File: config.mk
export PLATFORM = sky130hd
export DESIGN_NAME = ellipse_midpoint_rasterizer
export DESIGN_NICKNAME = d
export VERILOG_FILES = /design/src/rtl/core/emr_pkg.sv /design/src/rtl/core/emr_datapath.sv /design/src/rtl/core/emr_ctrl.sv /design/src/rtl/core/ellipse_midpoint_rasterizer.sv
export SDC_FILE = /design/constraint.sdc
export NUM_CORES = 2
export LEC_CHECK = 0
export BUFFER_PORTS_ARGS = -buffer_cell sky130_fd_sc_hd__buf_2
export CORE_ASPECT_RATIO = 1.5
export CORE_MARGIN = 2
export CORE_UTILIZATION = 60
export DETAILED_ROUTE_END_ITERATION = 7
export PLACE_DENSITY = 0.73
export SYNTH_ARGS = -nofsm -noshare
export SYNTH_HDL_FRONTEND = slang
export SYNTH_HIERARCHICAL = 1
export SYNTH_SLANG_ARGS = --single-unit
File: constraint.sdc
create_clock -name clk -period 10.9 [get_ports clk]
set_clock_uncertainty 0.05 [all_clocks]
set_input_delay 0.545 -clock clk [delete_from_list [all_inputs] [get_ports clk]]
set_output_delay 0.545 -clock clk [all_outputs]
set_load 0.02 [all_outputs]
File: src/rtl/core/emr_pkg.sv
// Package for the midpoint ellipse rasterizer: shared types, codes and defaults.
// Used by emr_ctrl, emr_datapath and ellipse_midpoint_rasterizer; depends on nothing.
package emr_pkg;

	// Default configuration of the coordinate and semi-axis widths.
	localparam int DEF_COORD_BITS  = 12;
	localparam int DEF_RADIUS_BITS = 10;

	// Operation code carried by an input beat.
	localparam logic OP_START = 1'b0;

	// Index of the last of the four mirrored pixels of one curve point.
	localparam logic [1:0] LAST_PIXEL_IDX = 2'd3;

	// Curve region held by the datapath.
	typedef enum logic [1:0] {
		REGION_DONE = 2'd0,
		REGION_ONE  = 2'd1,
		REGION_TWO  = 2'd2
	} region_t;

	// Operand selection of the shared multiplier.
	typedef enum logic [3:0] {
		MUL_NONE,
		MUL_RXRX,
		MUL_RYRY,
		MUL_RX2RY,
		MUL_XX,
		MUL_RY2T,
		MUL_YMYM,
		MUL_RX2T,
		MUL_RX2RY2
	} mul_sel_t;

	// Register update performed by the datapath.
	typedef enum logic [3:0] {
		ACT_NONE,
		ACT_RX2,
		ACT_RY2,
		ACT_INIT,
		ACT_T_XX,
		ACT_ACC_LOAD,
		ACT_T_PROD,
		ACT_ACC_ADD,
		ACT_DEC_SW,
		ACT_STEP,
		ACT_DONE
	} act_t;

	// Commands from the controller to the datapath.
	typedef struct packed {
		logic       capture;
		mul_sel_t   mul_sel;
		act_t       act;
		logic       out_load;
		logic       out_fin;
		logic [1:0] out_idx;
	} emr_cmd_t;

	// Status from the datapath to the controller.
	typedef struct packed {
		region_t region;
		logic    sx_lt_sy;
		logic    y_nonzero;
		logic    out_free;
	} emr_status_t;

endpackage

File: src/rtl/core/emr_datapath.sv
// Datapath of the midpoint ellipse rasterizer: curve state, shared multiplier,
// decision arithmetic and the output register. Depends on emr_pkg.
module emr_datapath #(
	parameter int COORD_BITS  = emr_pkg::DEF_COORD_BITS,
	parameter int RADIUS_BITS = emr_pkg::DEF_RADIUS_BITS
) (
	input  logic                         clk,
	input  logic                         arst_n,
	input  emr_pkg::emr_cmd_t            cmd,
	output emr_pkg::emr_status_t         sts,
	input  logic signed [COORD_BITS-1:0] center_x,
	input  logic signed [COORD_BITS-1:0] center_y,
	input  logic [RADIUS_BITS-1:0]       radius_x,
	input  logic [RADIUS_BITS-1:0]       radius_y,
	output logic                         out_valid,
	input  logic                         out_ready,
	output logic signed [COORD_BITS:0]   pixel_x,
	output logic signed [COORD_BITS:0]   pixel_y,
	output logic                         last_of_run,
	output logic                         finished
);
	import emr_pkg::*;

	localparam int PW   = COORD_BITS + 1;
	localparam int XW   = RADIUS_BITS + 1;
	localparam int SQW  = 2 * RADIUS_BITS;
	localparam int SLW  = 3 * RADIUS_BITS + 6;
	localparam int MW   = 2 * RADIUS_BITS + 4;
	localparam int DW   = 2 * MW;
	localparam int SUMW = COORD_BITS + XW + 1;

	// Curve state.
	logic signed [COORD_BITS-1:0] cx_q, cy_q;
	logic [RADIUS_BITS-1:0]       rx_q, ry_q;
	logic [SQW-1:0]               rx2_q, ry2_q;
	logic [XW-1:0]                x_q, y_q;
	logic signed [SLW-1:0]        sx_q, sy_q;
	logic signed [DW-1:0]         dec_q;
	region_t                      region_q;

	// Multiplier and the region-two start scratch registers.
	logic [MW-1:0]        mul_a, mul_b, t_q;
	logic [DW-1:0]        mul_p, prod_q;
	logic signed [DW-1:0] acc_q;
	logic [XW-1:0]        ym_abs;

	// Output register.
	logic                 out_valid_q;
	logic signed [PW-1:0] pixel_x_q, pixel_y_q;
	logic                 last_q, fin_q;

	// Operands widened to the decision width.
	logic signed [DW-1:0]  prod_s, rx2_s, ry2_s, rx2q_s, ry2q_s;
	logic signed [SLW-1:0] two_rx2, two_ry2, sx_inc, sy_dec;
	logic signed [DW-1:0]  sx_inc_d, sy_dec_d, dec_r1, dec_r2;
	logic                  dec_neg, dec_pos;

	// Pixel coordinates.
	logic signed [SUMW-1:0] cx_w, cy_w, x_w, y_w, px_sel, py_sel;

	assign prod_s  = signed'(DW'(prod_q));
	assign rx2_s   = signed'(DW'(rx2_q));
	assign ry2_s   = signed'(DW'(ry2_q));
	assign rx2q_s  = signed'(DW'(rx2_q >> 2));
	assign ry2q_s  = signed'(DW'(ry2_q >> 2));
	assign two_rx2 = signed'(SLW'({rx2_q, 1'b0}));
	assign two_ry2 = signed'(SLW'({ry2_q, 1'b0}));

	// y - 1 taken as a magnitude; y of zero gives minus one, whose square is one.
	assign ym_abs = (y_q == '0) ? XW'(1) : (y_q - XW'(1));

	// Operand selection of the shared multiplier.
	always_comb begin
		mul_a = '0;
		mul_b = '0;
		case (cmd.mul_sel)
			MUL_RXRX: begin
				mul_a = MW'(rx_q);
				mul_b = MW'(rx_q);
			end
			MUL_RYRY: begin
				mul_a = MW'(ry_q);
				mul_b = MW'(ry_q);
			end
			MUL_RX2RY: begin
				mul_a = MW'(rx2_q);
				mul_b = MW'(ry_q);
			end
			MUL_XX: begin
				mul_a = MW'(x_q);
				mul_b = MW'(x_q);
			end
			MUL_RY2T: begin
				mul_a = MW'(ry2_q);
				mul_b = t_q;
			end
			MUL_YMYM: begin
				mul_a = MW'(ym_abs);
				mul_b = MW'(ym_abs);
			end
			MUL_RX2T: begin
				mul_a = MW'(rx2_q);
				mul_b = t_q;
			end
			MUL_RX2RY2: begin
				mul_a = MW'(rx2_q);
				mul_b = MW'(ry2_q);
			end
			default: begin
				mul_a = '0;
				mul_b = '0;
			end
		endcase
	end

	assign mul_p = mul_a * mul_b;

	// One step of either region: slope updates and the new decision value.
	assign sx_inc   = sx_q + two_ry2;
	assign sy_dec   = sy_q - two_rx2;
	assign sx_inc_d = DW'(sx_inc);
	assign sy_dec_d = DW'(sy_dec);
	assign dec_neg  = dec_q[DW-1];
	assign dec_pos  = !dec_q[DW-1] && (dec_q != '0);
	assign dec_r1   = dec_q + ry2_s + sx_inc_d - (dec_neg ? DW'(0) : sy_dec_d);
	assign dec_r2   = dec_q + rx2_s - sy_dec_d + (dec_pos ? DW'(0) : sx_inc_d);

	// Curve state registers.
	always_ff @(posedge clk or negedge arst_n) begin
		if (!arst_n) begin
			cx_q     <= '0;
			cy_q     <= '0;
			rx2_q    <= '0;
			ry2_q    <= '0;
			x_q      <= '0;
			y_q      <= '0;
			sx_q     <= '0;
			sy_q     <= '0;
			dec_q    <= '0;
			region_q <= REGION_DONE;
		end else begin
			if (cmd.capture) begin
				cx_q <= center_x;
				cy_q <= center_y;
			end
			case (cmd.act)
				ACT_RX2: rx2_q <= prod_q[SQW-1:0];
				ACT_RY2: ry2_q <= prod_q[SQW-1:0];
				ACT_INIT: begin
					x_q      <= '0;
					y_q      <= XW'(ry_q);
					sx_q     <= '0;
					sy_q     <= signed'({prod_q[SLW-2:0], 1'b0});
					dec_q    <= ry2_s - prod_s + rx2q_s;
					region_q <= REGION_ONE;
				end
				ACT_DEC_SW: begin
					dec_q    <= acc_q - prod_s;
					region_q <= REGION_TWO;
				end
				ACT_STEP: begin
					if (region_q == REGION_ONE) begin
						x_q   <= x_q + XW'(1);
						sx_q  <= sx_inc;
						dec_q <= dec_r1;
						if (!dec_neg) begin
							y_q  <= y_q - XW'(1);
							sy_q <= sy_dec;
						end
					end else begin
						y_q   <= y_q - XW'(1);
						sy_q  <= sy_dec;
						dec_q <= dec_r2;
						if (!dec_pos) begin
							x_q  <= x_q + XW'(1);
							sx_q <= sx_inc;
						end
					end
				end
				ACT_DONE: region_q <= REGION_DONE;
				default: ;
			endcase
		end
	end

	// Radii, product and scratch registers for the start computations.
	always_ff @(posedge clk) begin
		if (cmd.capture) begin
			rx_q <= radius_x;
			ry_q <= radius_y;
		end
		if (cmd.mul_sel != MUL_NONE) begin
			prod_q <= mul_p;
		end
		case (cmd.act)
			ACT_T_XX:     t_q   <= prod_q[MW-1:0] + MW'(x_q);
			ACT_T_PROD:   t_q   <= prod_q[MW-1:0];
			ACT_ACC_LOAD: acc_q <= prod_s + ry2q_s;
			ACT_ACC_ADD:  acc_q <= acc_q + prod_s;
			default: ;
		endcase
	end

	// Mirrored pixel selection: bit 0 negates x, bit 1 negates y.
	assign cx_w   = SUMW'(cx_q);
	assign cy_w   = SUMW'(cy_q);
	assign x_w    = signed'(SUMW'(x_q));
	assign y_w    = signed'(SUMW'(y_q));
	assign px_sel = cmd.out_idx[0] ? (cx_w - x_w) : (cx_w + x_w);
	assign py_sel = cmd.out_idx[1] ? (cy_w - y_w) : (cy_w + y_w);

	// Output valid flag.
	always_ff @(posedge clk or negedge arst_n) begin
		if (!arst_n) begin
			out_valid_q <= 1'b0;
		end else if (cmd.out_load) begin
			out_valid_q <= 1'b1;
		end else if (out_ready) begin
			out_valid_q <= 1'b0;
		end
	end

	// Output payload.
	always_ff @(posedge clk) begin
		if (cmd.out_load) begin
			if (cmd.out_fin) begin
				pixel_x_q <= '0;
				pixel_y_q <= '0;
				last_q    <= 1'b1;
				fin_q     <= 1'b1;
			end else begin
				pixel_x_q <= px_sel[PW-1:0];
				pixel_y_q <= py_sel[PW-1:0];
				last_q    <= (cmd.out_idx == LAST_PIXEL_IDX);
				fin_q     <= 1'b0;
			end
		end
	end

	assign out_valid   = out_valid_q;
	assign pixel_x     = pixel_x_q;
	assign pixel_y     = pixel_y_q;
	assign last_of_run = last_q;
	assign finished    = fin_q;

	assign sts.region    = region_q;
	assign sts.sx_lt_sy  = (sx_q < sy_q);
	assign sts.y_nonzero = (y_q != '0);
	assign sts.out_free  = !out_valid_q || out_ready;

`ifndef SYNTH
	// The slope terms are twice a square times a coordinate and never go negative.
	assert property (@(posedge clk) disable iff (!arst_n)
		!sx_q[SLW-1] && !sy_q[SLW-1])
	else $error("slope term went negative");

	// A finished beat always closes its run.
	assert property (@(posedge clk) disable iff (!arst_n)
		out_valid_q && fin_q |-> last_q)
	else $error("finished beat without last_of_run");

	// A region step only ever lowers y from a nonzero value in region two.
	assert property (@(posedge clk) disable iff (!arst_n)
		cmd.act == ACT_STEP && region_q == REGION_TWO |-> y_q != '0)
	else $error("region two step with y at zero");
`endif

endmodule

File: src/rtl/core/emr_ctrl.sv
// Controller of the midpoint ellipse rasterizer: sequences the multiplier steps,
// the curve update and the four pixel beats. Depends on emr_pkg.
module emr_ctrl (
	input  logic                 clk,
	input  logic                 arst_n,
	input  logic                 in_valid,
	output logic                 in_ready,
	input  logic                 op,
	output emr_pkg::emr_cmd_t    cmd,
	input  emr_pkg::emr_status_t sts
);
	import emr_pkg::*;

	typedef enum logic [4:0] {
		ST_IDLE,
		ST_ST1,
		ST_ST2,
		ST_ST3,
		ST_ST4,
		ST_SW1,
		ST_SW2,
		ST_SW3,
		ST_SW4,
		ST_SW5,
		ST_SW6,
		ST_SW7,
		ST_SW8,
		ST_STEP,
		ST_EMIT,
		ST_FIN
	} state_t;

	state_t     state_q;
	logic [1:0] idx_q;
	logic       accept;

	assign in_ready = (state_q == ST_IDLE);
	assign accept   = in_valid && in_ready;

	// Command decode per state.
	always_comb begin
		cmd         = '0;
		cmd.mul_sel = MUL_NONE;
		cmd.act     = ACT_NONE;
		cmd.out_idx = idx_q;
		unique case (state_q)
			ST_IDLE: cmd.capture = accept && (op == OP_START);
			ST_ST1:  cmd.mul_sel = MUL_RXRX;
			ST_ST2: begin
				cmd.act     = ACT_RX2;
				cmd.mul_sel = MUL_RYRY;
			end
			ST_ST3: begin
				cmd.act     = ACT_RY2;
				cmd.mul_sel = MUL_RX2RY;
			end
			ST_ST4:  cmd.act = ACT_INIT;
			ST_SW1:  cmd.mul_sel = MUL_XX;
			ST_SW2:  cmd.act = ACT_T_XX;
			ST_SW3:  cmd.mul_sel = MUL_RY2T;
			ST_SW4: begin
				cmd.act     = ACT_ACC_LOAD;
				cmd.mul_sel = MUL_YMYM;
			end
			ST_SW5:  cmd.act = ACT_T_PROD;
			ST_SW6:  cmd.mul_sel = MUL_RX2T;
			ST_SW7: begin
				cmd.act     = ACT_ACC_ADD;
				cmd.mul_sel = MUL_RX2RY2;
			end
			ST_SW8:  cmd.act = ACT_DEC_SW;
			ST_STEP: cmd.act = ACT_STEP;
			ST_EMIT: cmd.out_load = sts.out_free;
			ST_FIN: begin
				cmd.out_load = sts.out_free;
				cmd.out_fin  = 1'b1;
				cmd.act      = sts.out_free ? ACT_DONE : ACT_NONE;
			end
			default: ;
		endcase
	end

	// State sequencing and the pixel beat counter.
	always_ff @(posedge clk or negedge arst_n) begin
		if (!arst_n) begin
			state_q <= ST_IDLE;
			idx_q   <= '0;
		end else begin
			unique case (state_q)
				ST_IDLE: begin
					idx_q <= '0;
					if (accept) begin
						if (op == OP_START) begin
							state_q <= ST_ST1;
						end else if (sts.region == REGION_ONE && !sts.sx_lt_sy) begin
							state_q <= ST_SW1;
						end else if (sts.region == REGION_ONE) begin
							state_q <= ST_STEP;
						end else if (sts.region == REGION_TWO && sts.y_nonzero) begin
							state_q <= ST_STEP;
						end else begin
							state_q <= ST_FIN;
						end
					end
				end
				ST_ST1:  state_q <= ST_ST2;
				ST_ST2:  state_q <= ST_ST3;
				ST_ST3:  state_q <= ST_ST4;
				ST_ST4:  state_q <= ST_EMIT;
				ST_SW1:  state_q <= ST_SW2;
				ST_SW2:  state_q <= ST_SW3;
				ST_SW3:  state_q <= ST_SW4;
				ST_SW4:  state_q <= ST_SW5;
				ST_SW5:  state_q <= ST_SW6;
				ST_SW6:  state_q <= ST_SW7;
				ST_SW7:  state_q <= ST_SW8;
				ST_SW8:  state_q <= sts.y_nonzero ? ST_STEP : ST_FIN;
				ST_STEP: state_q <= ST_EMIT;
				ST_EMIT: begin
					if (sts.out_free) begin
						if (idx_q == LAST_PIXEL_IDX) begin
							state_q <= ST_IDLE;
						end
						idx_q <= idx_q + 2'd1;
					end
				end
				ST_FIN: begin
					if (sts.out_free) begin
						state_q <= ST_IDLE;
					end
				end
				default: state_q <= ST_IDLE;
			endcase
		end
	end

`ifndef SYNTH
	// A result is never loaded over one that is still waiting.
	assert property (@(posedge clk) disable iff (!arst_n)
		cmd.out_load |-> sts.out_free)
	else $error("output register overwritten");

	// Once an item is taken, no other is taken in the next cycle.
	assert property (@(posedge clk) disable iff (!arst_n)
		accept |=> !in_ready)
	else $error("second item accepted while busy");

	// A curve step is only issued while a curve is live.
	assert property (@(posedge clk) disable iff (!arst_n)
		state_q == ST_STEP |-> sts.region != REGION_DONE)
	else $error("step issued on a finished curve");
`endif

endmodule

File: src/rtl/core/ellipse_midpoint_rasterizer.sv
// Operation: a step item updates the curve, then emits 4 pixel beats at one per
// cycle through the single output register, stalled by back-pressure on the output;
// a start item first computes the squares and the region-one start on the shared
// multiplier; the step that enters region two first computes the region-two start
// on it; a finished step emits one finished beat. Reset (arst_n low, async)
// clears the curve to the finished state and empties the output register.
module ellipse_midpoint_rasterizer #(
	parameter int COORD_BITS  = emr_pkg::DEF_COORD_BITS,
	parameter int RADIUS_BITS = emr_pkg::DEF_RADIUS_BITS
) (
	input  logic                         clk,
	input  logic                         arst_n,
	input  logic                         in_valid,
	output logic                         in_ready,
	input  logic                         op,
	input  logic signed [COORD_BITS-1:0] center_x,
	input  logic signed [COORD_BITS-1:0] center_y,
	input  logic [RADIUS_BITS-1:0]       radius_x,
	input  logic [RADIUS_BITS-1:0]       radius_y,
	output logic                         out_valid,
	input  logic                         out_ready,
	output logic signed [COORD_BITS:0]   pixel_x,
	output logic signed [COORD_BITS:0]   pixel_y,
	output logic                         last_of_run,
	output logic                         finished
);
	import emr_pkg::*;

	emr_cmd_t    cmd;
	emr_status_t sts;

	// Sequencer.
	emr_ctrl u_ctrl (
		.clk      (clk),
		.arst_n   (arst_n),
		.in_valid (in_valid),
		.in_ready (in_ready),
		.op       (op),
		.cmd      (cmd),
		.sts      (sts)
	);

	// Curve arithmetic and output register.
	emr_datapath #(
		.COORD_BITS  (COORD_BITS),
		.RADIUS_BITS (RADIUS_BITS)
	) u_datapath (
		.clk         (clk),
		.arst_n      (arst_n),
		.cmd         (cmd),
		.sts         (sts),
		.center_x    (center_x),
		.center_y    (center_y),
		.radius_x    (radius_x),
		.radius_y    (radius_y),
		.out_valid   (out_valid),
		.out_ready   (out_ready),
		.pixel_x     (pixel_x),
		.pixel_y     (pixel_y),
		.last_of_run (last_of_run),
		.finished    (finished)
	);

endmodule
==> flow_metrics.env <==
export IMPL_arrival_ns=10.61
export IMPL_cts_setup_buffers=0
export IMPL_min_period_ns=10.33
export IMPL_path_max_fanout=10
export IMPL_slowest_stage="nand4_1"
export IMPL_firstDrtPassIters=8
export IMPL_ys_ff_latch=380
export IMPL_utilization_pct=63.9
export IMPL_syn2layout_area_growth_pct=5.82
export IMPL_grt_pass1_wl_um=261000
export IMPL_drv_cap=0
export IMPL_grt_max_degree=109
export IMPL_min_period_over_period_pct=94.7
export IMPL_vias_per_cell=6.15
export IMPL_fp_dieArea_sq_um=91500
export IMPL_rsz0062_at_grt="yes"
export IMPL_rows=134
export IMPL_highest_layer="met4"
export IMPL_max_stage_delay_ns=0.79
export IMPL_hold_path_class="in2async"
export IMPL_cts_inserted_buffers=39
export IMPL_grt_total_usage_pct=37.5
export IMPL_grt_antenna_before_repair=0
export IMPL_synth_ff_type="dfrtp_1"
export IMPL_dieWidth_um=248
export IMPL_synth_cell_types=124
export IMPL_worstSkewPairLatency_ns=0.61
export IMPL_place_gp_congestion=0.998
export IMPL_clock_sinks=380
export IMPL_clockRootBuffer="clkbuf_16"
export IMPL_initial_core_util_pct=60.3
export IMPL_clock_fmax_mhz=96.8
export IMPL_nets=7313
export IMPL_clkTransAtPathRegs_ns=0.07
export IMPL_cp_end_kind="flop"
export IMPL_avgSynthCellArea_sq_um=8.64
export IMPL_yosysTopAreaCell="fa_1"
export IMPL_slew_violations=0
export IMPL_synth_cells=6185
export IMPL_core_area_sq_um=88500
export IMPL_final_cell_mix="inv_1, nand2_1, fa_1, ha_1, nor2_1"
export IMPL_ys_warnings_count=6
export IMPL_wl_met1_um=65800
export IMPL_wl_met2_um=80600
export IMPL_required_ns=11.18
export IMPL_dp_hpwl_um=138000
export IMPL_overflow=0
export IMPL_setup_viol=0
export IMPL_tightestPinTransition_ns=1.29
export IMPL_hold_slack_ns=-0.0156
export IMPL_run_status="finished, violations left"
export IMPL_port_buffers=78
export IMPL_fp_dieH_um=369
export IMPL_grt_pass1_vias=45900
export IMPL_cp_start_kind="flop"
export IMPL_cpMostUsedCell="fa_1"
export IMPL_cts_tree="yes"
export IMPL_drt_iter0_drc=3564
export IMPL_design_portCount=79
export IMPL_max_slew_margin_pct=14.1
export IMPL_synth_top_area_share_pct=20.7
export IMPL_syn_area_sq_um=53400
export IMPL_reg2reg_depth=34
export IMPL_synth_area_leaders="fa_1, ha_1, dfrtp_1"
export IMPL_ctsHoldBuffers=0
export IMPL_ff2ff_setup_slack_ns=0.57
export IMPL_post_route_drc_count=0
export IMPL_clockBufferDepth=3
export IMPL_hold_viol=32
export IMPL_synth_edff_count=167
export IMPL_final_common_cell="inv_1"
export IMPL_wl_per_cell_um=23.0
export IMPL_r2r_end="u_datapath/prod_q[44]$_DFFE_PP_"
export IMPL_drive_above_1_share_pct=6.39
export IMPL_antenna_left=0
export IMPL_async_flop_share_pct=56.1
export IMPL_violations="negative hold slack"
export IMPL_ys_seq_area_share_pct=19.4
export IMPL_path_class="reg2reg"
export IMPL_cts_max_level=2
export IMPL_via_count=45200
export IMPL_wl_met3_um=11800
export IMPL_wl_um=169000
export IMPL_tns_ns=0
export IMPL_reg2reg_from="u_datapath/y_q[0]$_DFFE_PN0P_"
[sequential cells by signal (all words and copies together) (netlist names)]
name,cells
u_datapath/t_q,24
u_ctrl/state_q,4
u_datapath/ry_q,10
u_datapath/pixel_y,13
u_datapath/rx2_q,20
u_datapath/region_q,2
u_datapath/prod_q,47
u_datapath/out_valid,1
u_datapath/acc_q,48
u_datapath/pixel_x,13
u_datapath/sx_q,35
u_datapath/last_of_run,1
u_datapath/rx_q,10
u_datapath/sy_q,35
u_datapath/cx_q,12
u_ctrl/idx_q,2
u_datapath/finished,1
u_datapath/dec_q,48
u_datapath/cy_q,12
u_datapath/ry2_q,20
u_datapath/x_q,11
u_datapath/y_q,11
[how the worst max path moves through the flow]
stage | startpoint | endpoint | slack, ns | depth (start not counted)
floorplan | u_ctrl/state_q[0]$_DFFE_PN0P_ | u_datapath/prod_q[44]$_DFFE_PP_ | 1.65 | 36
global route | u_datapath/y_q[0]$_DFFE_PN0P_ | u_datapath/prod_q[44]$_DFFE_PP_ | -0.008 | 36
CTS | u_ctrl/state_q[3]$_DFFE_PN0P_ | u_datapath/prod_q[43]$_DFFE_PP_ | 0.34 | 35
finish | u_datapath/y_q[0]$_DFFE_PN0P_ | u_datapath/prod_q[44]$_DFFE_PP_ | 0.57 | 34
global placement | u_ctrl/state_q[1]$_DFFE_PN0P_ | u_datapath/prod_q[43]$_DFFE_PP_ | 0.54 | 34
detailed placement | u_ctrl/state_q[3]$_DFFE_PN0P_ | u_datapath/prod_q[43]$_DFFE_PP_ | 0.37 | 35
[critical path, delay by kind of cell, from the launching register on]
kind | cells | cell delay, ns
AND/OR/NAND/NOR | 7 | 2.44
AO/OA/AOI/OAI | 12 | 2.63
flip-flops | 1 | 0.45
XOR/XNOR | 1 | 0.13
buffers and inverters | 5 | 0.48
adder cells (fa/ha/maj) | 9 | 3.86
[synth_stat cells (all sizes together), types with 22 or more instances]
cell	instances
nor4	34
a21o	145
nand2b	67
buf	31
o21bai	51
and2	54
a22o	22
edfxtp	167
ha	546
a21oi	409
nor2	537
clkbuf	210
o21a	47
and3	67
a22oi	36
or2	31
dfrtp	213
a31oi	43
xnor2	284
o22ai	28
nand4	51
o211ai	51
fa	553
nor2b	51
a211oi	61
nand2	650
inv	843
a21boi	23
o21ai	347
mux2	26
xor2	90
nor3	70
o31ai	27
nand3	104
[repair_timing]
| item | in CTS | in global routing |
|---|---|---|
| gates resized for setup | 0 | 14 |
| setup endpoints to repair | 0 | 9 |
| hold endpoints to repair | 0 | 0 |
[stage by stage]
| step | hold WS (ns) | worst slack (ns) | cells | area (sq um) |
|---|---|---|---|---|
| 2_1_floorplan | 0.199 | 1.65 | 6187 | 53400 |
| 4_1_cts | 0.00588 | 0.338 | 7351 | 56500 |
| 3_5_place_dp | 0.458 | 0.374 | 7280 | 55100 |
| 3_3_place_gp | 0.449 | 0.540 | 7280 | 55100 |
| 6_report | -0.0156 | 0.575 | 7352 | 56500 |
| 5_1_grt | 0.0392 | -0.00835 | 7351 | 56500 |
[per-layer routing]
layer  up-vias  GRT usage [%]
met1     22200           47.1
met2      1769           62.6
li1      20800              -
met3       490           4.32
met5         -              0
met4         0           21.1
[kinds of logic (layout without fill, tap and decap cells)]
kind of cell / count (synthesis) / after routing / synth area share [%]
adder cells (fa/ha/maj): 1099 / 1099 / 33.5
AND/OR/NAND/NOR: 1784 / 1784 / 15.2
multiplexers: 34 / 34 / 0.698
buffers and inverters: 1087 / 1095 / 7.85
XOR/XNOR: 374 / 374 / 6.13
AO/OA/AOI/OAI: 1425 / 1425 / 17.2
flip-flops: 380 / 380 / 19.4
other: 2 / 5 / 0.0141
[cell type report]
class                      count  area (sq um)
antenna                        1          2.50
clock buffer                  45          1030
clock inverter                26           342
fill                        7703         32000
inverter                     843          3160
multi-input combinational   4720         39000
sequential                   380         10300
tap                         1156          1450
timing repair buffer         181          1170
Power is not shown: default switching activity piles up to over one toggle a cycle in this logic, so the estimate is an artifact.
